$ cat src/hw/rtl/msr_pkg.sv
// masked running statistics: shared types, constants and helper functions
// no dependencies
`timescale 1ns / 1ps
package msr_pkg;
    localparam int MaxDims    = 16;
    localparam int MaxSamples = 65536;
    localparam int QueueDepth = 4;

    localparam logic REQ_ACCUM  = 1'b0;
    localparam logic REQ_FINISH = 1'b1;

    typedef struct packed {
        logic              req_type;
        logic [3:0]        element_index;
        logic signed [15:0] value;
        logic              included;
    } t_item;

    typedef struct packed {
        logic  valid;
        t_item item;
    } t_qout;

    // dims_in_use 0 acts as 1, anything above the table depth as the depth
    function automatic logic [4:0] eff_dims(input logic [4:0] cfg);
        logic [4:0] d;
        d = cfg;
        if (d == 5'd0) d = 5'd1;
        if (d > 5'(MaxDims)) d = 5'(MaxDims);
        return d;
    endfunction
endpackage

$ cat src/hw/rtl/msr_front.sv
// masked running statistics: front end with config register, item filter and queue
// depends on msr_pkg
`timescale 1ns / 1ps
module msr_front (
    input  logic                 i_clk,
    input  logic                 i_rst_n,
    input  logic                 i_push,
    output logic                 o_full,
    input  logic                 i_req_type,
    input  logic [3:0]           i_element_index,
    input  logic signed [15:0]   i_value,
    input  logic                 i_included,
    input  logic                 i_cfg_valid,
    output logic                 o_cfg_ready,
    input  logic [4:0]           i_cfg_data,
    output msr_pkg::t_qout       o_q,
    input  logic                 i_q_pop,
    output logic [4:0]           o_dims
);
    import msr_pkg::*;

    t_item      r_mem [QueueDepth];
    logic [1:0] r_wp, r_rp;
    logic [2:0] r_fill;
    logic [4:0] r_cfg;
    logic       accept, keep, wr, rd;
    t_item      in_item;

    assign o_cfg_ready = 1'b1;
    assign o_dims      = eff_dims(r_cfg);
    assign o_full      = (r_fill == 3'(QueueDepth));
    assign accept      = i_push && !o_full;
    assign in_item     = '{i_req_type, i_element_index, i_value, i_included};
    // masked or untracked elements never reach the back end
    assign keep        = (i_req_type == REQ_FINISH) ||
                         (i_included && ({1'b0, i_element_index} < o_dims));
    assign wr          = accept && keep;
    assign rd          = i_q_pop && (r_fill != 3'd0);
    assign o_q.valid   = (r_fill != 3'd0);
    assign o_q.item    = r_mem[r_rp];

    always_ff @(posedge i_clk) begin
        if (!i_rst_n) begin
            r_cfg <= 5'd1;
        end else if (i_cfg_valid) begin
            r_cfg <= i_cfg_data;
        end
    end

    always_ff @(posedge i_clk) begin
        if (wr) begin
            r_mem[r_wp] <= in_item;
        end
    end

    always_ff @(posedge i_clk) begin
        if (!i_rst_n) begin
            r_wp   <= '0;
            r_rp   <= '0;
            r_fill <= '0;
        end else begin
            if (wr) r_wp <= r_wp + 2'd1;
            if (rd) r_rp <= r_rp + 2'd1;
            r_fill <= r_fill + 3'(wr) - 3'(rd);
        end
    end
endmodule

$ cat config.mk
export PLATFORM = sky130hd
export DESIGN_NAME = msr_front
export DESIGN_NICKNAME = d
export VERILOG_FILES = /design/src/hw/rtl/msr_pkg.sv /design/src/hw/rtl/msr_front.sv
export SDC_FILE = /design/constraint.sdc
export NUM_CORES = 1
export LEC_CHECK = 0
export BUFFER_PORTS_ARGS = -buffer_cell sky130_fd_sc_hd__buf_2
export CORE_MARGIN = 5
export CORE_UTILIZATION = 47
export DETAILED_ROUTE_END_ITERATION = 8
export PLACE_DENSITY = 0.74
export RECOVER_POWER = 100
export SYNTH_ARGS = -nofsm -noshare
export SYNTH_HDL_FRONTEND = slang
export SYNTH_SLANG_ARGS = --single-unit
$ cat constraint.sdc
create_clock -name i_clk -period 3.86 [get_ports i_clk]
set_input_delay 0.386 -clock i_clk [delete_from_list [all_inputs] [get_ports i_clk]]
set_output_delay 0.386 -clock i_clk [all_outputs]
set_load 0.1 [all_outputs]
**Word-level counts from Yosys, hierarchy flattened**

Memory sizes are Yosys's and may differ from the RTL's. A register that Yosys moved wholly into a read port is not among the register bits.
Index checks and enable logic that the tools add are counted.

- Bits in registers: 12
- Bits in writable memories: 88
- Bits of input ports: 32
- Output and inout port bits: 30
- Logic and storage cells: 26
- Memories: 1

- $add $sub $neg: 4
- Magnitude comparators: 2
- Eq/ne operators: 1
- Multiplexer cells: 6
- Reduce and logical (&&, ||, !) cells: 8

Memories:

| memory | words | width | rd ports | clocked after Yosys merged registers in | write ports | line | text |
|---|---|---|---|---|---|---|---|
| r_mem | 4 | 22 | 1 | 1 | 1 | msr_front.sv:22 | `t_item r_mem [QueueDepth];` |

Operator list:

| kind | count |
|---|---|
| $mux W5 | 2 |
| $gt A5 B5 Y1 const B | 1 |
| $logic_not A5 Y1 | 1 |
| $lt A4 B5 Y1 | 1 |
| $add A2 B1 Y2 const B | 2 |
| $logic_and A1 B1 Y1 | 4 |
| $mux W2 | 2 |
| $add A3 B1 Y3 | 1 |
| $eq A3 B3 Y1 const B | 1 |
| $reduce_bool A3 Y1 | 1 |
| $sub A3 B1 Y3 | 1 |
| $mux W1 | 2 |
| $logic_not A1 Y1 | 1 |
| $logic_or A1 B1 Y1 | 1 |

**Longest topological paths before layout**

- Depth after elaboration: 10
- Mapped depth: 15
- Mapped depth without buffers: 14

**Worst setup path after synthesis**

Ideal clock, no wire load.

- Path kind: flip-flop to flip-flop
- From: register r_fill[1]
- To: register r_fill[2]
- Setup time: 0.115 ns
- Arrival time: 4.244 ns
- Required time: 3.745 ns
- Path slack: -0.499 ns
- Cell stages (with the launch flop): 12
- Buffers on the path: 0
- Period minus slack after synthesis: 4.359 ns
- Cells stage by stage: dfxtp_1 nor3b_1 a2111oi_4 inv_1 ha_1 inv_1 ha_1 inv_1 fa_1 xnor2_1 xnor2_1 and2_1

- Cells in the longest elaborated chain, start to end: 6
- Elaborated cells on any way between the ends: 8
- Those cells by class: add/sub: 2; eq/ne: 1; reduce/logical: 5

RTL lines:

| what | line | text |
|---|---|---|
| from (decl) | msr_front.sv:24 | `logic [2:0] r_fill;` |
| from (signal assigned) | msr_front.sv:64 | `r_fill <= r_fill + 3'(wr) - 3'(rd);` |
| $eq A3 B3 Y1 | msr_front.sv:31 | `assign o_full = (r_fill == 3'(QueueDepth));` |
| via o_full | msr_front.sv:8 | `output logic o_full,` |
| $logic_not A1 Y1 | msr_front.sv:32 | `assign accept = i_push && !o_full;` |
| $logic_and A1 B1 Y1 | msr_front.sv:32 |  |
| $logic_and A1 B1 Y1 | msr_front.sv:37 | `assign wr = accept && keep;` |
| $add A3 B1 Y3 | msr_front.sv:64 |  |
| $sub A3 B1 Y3 | msr_front.sv:64 |  |

The timed path passes the listed nets, and every way through them passes these cells.
A chain may end at the register's enable or synchronous reset.

**Final worst setup path**

- From: register r_cfg[4]
- To: memory r_mem[0][4] (netlist name) (enable)

- Cells in the longest elaborated chain, start to end: 10

RTL lines:

| what | line | text |
|---|---|---|
| from (decl) | msr_front.sv:25 | `logic [4:0] r_cfg;` |
| from (signal assigned) | msr_front.sv:46 | `r_cfg <= i_cfg_data;` |
| $logic_not A5 Y1 | msr_pkg.sv:28 | `if (d == 5'd0) d = 5'd1;` |
| $mux W5 * | msr_pkg.sv:28 |  |
| $gt A5 B5 Y1 | msr_pkg.sv:29 | `if (d > 5'(MaxDims)) d = 5'(MaxDims);` |
| $mux W5 * | msr_pkg.sv:29 |  |
| $lt A4 B5 Y1 * | msr_front.sv:36 | `(i_included && ({1'b0, i_element_index} < o_dims));` |
| $logic_and A1 B1 Y1 * | msr_front.sv:36 |  |
| $logic_or A1 B1 Y1 * | msr_front.sv:35 | `assign keep = (i_req_type == REQ_FINISH) \|\|` |
| $logic_and A1 B1 Y1 * | msr_front.sv:37 |  |
| $mux W1 * | msr_front.sv:51 | `if (wr) begin` |
| $mux W1 (implied by the code) * | msr_front.sv:52 | `r_mem[r_wp] <= in_item;` |
| to (decl) | msr_front.sv:22 |  |

Mark *: on every way between the ends. The rest lies on a longest branch, timed or not.

==> run_results.csv <==
group,metric,value,unit
routing,dr.pass1.iters,4,
grt,grt_max_degree,23,
sta,finalCritPeriodShare,0.853,
logic_synthesis,synth_fp_nets,243,
sta,hold_slack,0.254,ns
worst_setup_path,critPathRequiredTime,3.81,ns
layout,multiInputGateArea,1010,sq um
cts,ctsHoldBuffers,0,
logic_synthesis,synth_cell_types,30,
layout,syn2layout_area_growth,16.0,%
worst_setup_path,worstPathMaxFanout,22,
worst_setup_path,crit_type,"flip-flop to flip-flop",
die,start_util,0.485,
die,die-area,10500,sq um
sta,slew_violations,0,
logic_synthesis,syn_avg_cell_area,19.9,sq um
sta,clock_skew,0.0137,ns
logic_synthesis,seq_area_frac_synth,0.730,
cts,clk_latency,0.35,ns
sta,fmax,0.304,GHz
placement,dpl.hpwl,4230,um
pwr,ir_drop,493,uV
pwr,power_density,747,nW/um^2
routing,via_count,1923,
logic_synthesis,yosys_register_bits,102,
die,row_count,33,
routing,wirelength,6480,um
flow_run,drv_cap,1,
sta,setup_viol,0,
cts,cts_tree,"built",
status,status,"finished, violations left",
logic_synthesis,synthesis.instances,201,
placement,gp_congestion,0.750,
die,die_y,102,um
routing,drt-wirelength-per-cell,17.1,um
die,chipWidth,102,um
layout,drive_gt1_frac,0.271,
pwr,p_total,3.47,mW
layout,num_antenna_cells,0,
status,failed_checks,"max-capacitance violations",
logic_synthesis,syn_area,4000,sq um
routing,ant_nets,0,
sta,tightest_slew,1.49,ns
grt,grt_pass1_vias,2038,
grt,antenna_found_initial,0,
layout,postLayoutCoreUtil,0.562,
cts,cts_made_buffers,9,
die,coreArea,8260,sq um
layout,nets,310,
cts,post_cts_resized,0,
logic_synthesis,ys_warn_count,0,
cts,clock_path_buffers,2,
placement,io_buffers,60,
layout,fill_cells,663,
grt,grt_overflow,0,
worst_setup_path,crit_path_end_kind,"flip-flop",
worst_setup_path,critical_path_arrival,3.25,ns
hold_path,hold_path.class,"primary input to flip-flop",
cts,cts_setup_buffers,0,
grt,track_usage,0.132,
worst_setup_path,reg2reg_slack,0.57,ns
die,io_pins,62,
routing,drtIter0Drc,54,
layout,regArea,2920,sq um
sta,period_needed,3.29,ns
cts,cts_max_level,3,
sta,setup_tns,0,ns
pwr,p_leak,1.59,nW
cts,cts.clk_slew.worst_paths,0.10,ns
sta,rsz0062_at_grt,"no",
routing,vias_per_cell,5.09,
cts,root_buffer,"clkbuf_8",
sta,hold_viol_final,0,
worst_setup_path,cp-start-kind,"flip-flop",
sta,slew_headroom,0.00233,
cts,cts_sinks,102,
routing,drc,0,
grt,grt_pass1_wl,10200,um
## logic make-up after synthesis
group,count (synthesis),share of synthesized area
AOI/OAI and AO/OA,4,0.0141
xor gates and xnor gates,4,0.00875
adders and majority gates,10,0.0331
buffers and inverters,18,0.0194
DFF,102,0.730
muxes,29,0.141
other,1,0.000937
and+or+nand+nor,33,0.0522
## final timing paths
| path | from | to | depth (start not counted) |
|---|---|---|---|
| hold / removal | i_cfg_data[0] | r_cfg[0]$_SDFFE_PN1P_ | 3 |
| setup / recovery | r_cfg[4]$_SDFFE_PN0P_ | r_mem[0][4]$_DFFE_PP_ | 6 |
| hold reg to reg | r_wp[0]$_SDFFE_PN0P_ | r_wp[0]$_SDFFE_PN0P_ | 2 |
| setup reg to reg | r_cfg[4]$_SDFFE_PN0P_ | r_mem[0][4]$_DFFE_PP_ | 6 |
## sequential cells by signal (all words and copies together) (netlist names), named ones only
| name | count |
|---|---|
| r_cfg | 5 |
| r_fill | 3 |
| r_mem | 88 |
| r_rp | 2 |
| r_wp | 2 |
## critical path, stage by stage, from the launching register on
cell and delay, ns:
dfxtp_1 0.40, or2b_1 0.27, ha_1 0.27, nor4b_2 0.17
a2111oi_4 0.54, and2_1 0.19, clkbuf_1 1.04
## cells in the final DEF, fill, tap and decap left out, drive strengths merged, types with 2 or more instances in the layout
master / netlist / final
dfxtp: 14 / 14
nor2: 2 / 2
ha: 9 / 9
clkinv: 0 / 2
mux2i: 7 / 7
edfxtp: 88 / 88
mux4: 22 / 22
clkbuf: 3 / 64
nor2b: 5 / 5
xnor2: 3 / 3
nand2: 7 / 7
buf: 6 / 11
inv: 9 / 9
bufinv: 0 / 4
and2: 9 / 9
nand2b: 3 / 3
## cells in the mapped netlist
cell	instances	area, sq um
clkbuf_1	3	11.3
buf_2	2	10.0
edfxtp_1	88	2640
o31a_1	1	8.76
or2b_1	1	7.51
nand2b_1	3	18.8
nor3b_1	1	7.51
nor3_4	1	16.3
or3_1	1	6.26
nor4b_2	1	15.0
nor2_1	2	7.51
fa_1	1	20.0
a41oi_1	1	8.76
nand2_1	7	26.3
a2111oi_4	1	27.5
conb_1	1	3.75
buf_4	2	15.0
mux4_2	22	495
nand3b_1	1	7.51
nor2b_1	5	31.3
buf_1	2	7.51
dfxtp_1	14	280
nand4b_1	1	8.76
mux2i_1	7	70.1
xor2_1	1	8.76
inv_1	9	33.8
o21bai_2	1	11.3
ha_1	9	113
xnor2_1	3	26.3
and2_1	9	56.3
## metrics by stage
stage	instance area [sq um]	std cells	worst slack (ns)
final	4640	378	0.567
after global placement	4430	362	0.750
after CTS	4700	378	0.659
after floorplan	4010	201	0.605
after detailed placement	4430	362	0.705
after global routing	4640	378	0.273
## per-layer routing
layer	vias to the layer above	part of all wire	track usage
li1	909	-	-
met1	953	0.43	0.165
met2	56	0.50	0.219
met3	5	0.064	0.0451
met4	0	0.0057	0.0394
met5	-	0	0
## where the power goes
group          leakage [nW]  internal [mW]  switching, mW
logic                 0.542          0.291          0.952
clock network         0.130          0.496          0.337
registers             0.915           1.29          0.103
total                  1.59           2.07           1.39
## cell type report
cell class | instances | area share
clock buffers | 10 | 0.0275
well taps | 105 | 0.0283
multi-input cells | 81 | 0.217
repair buffers | 65 | 0.0617
inverters | 9 | 0.00728
clock inverters | 6 | 0.0288
flip-flops and latches | 102 | 0.629
(Power assumes the default switching activity.)
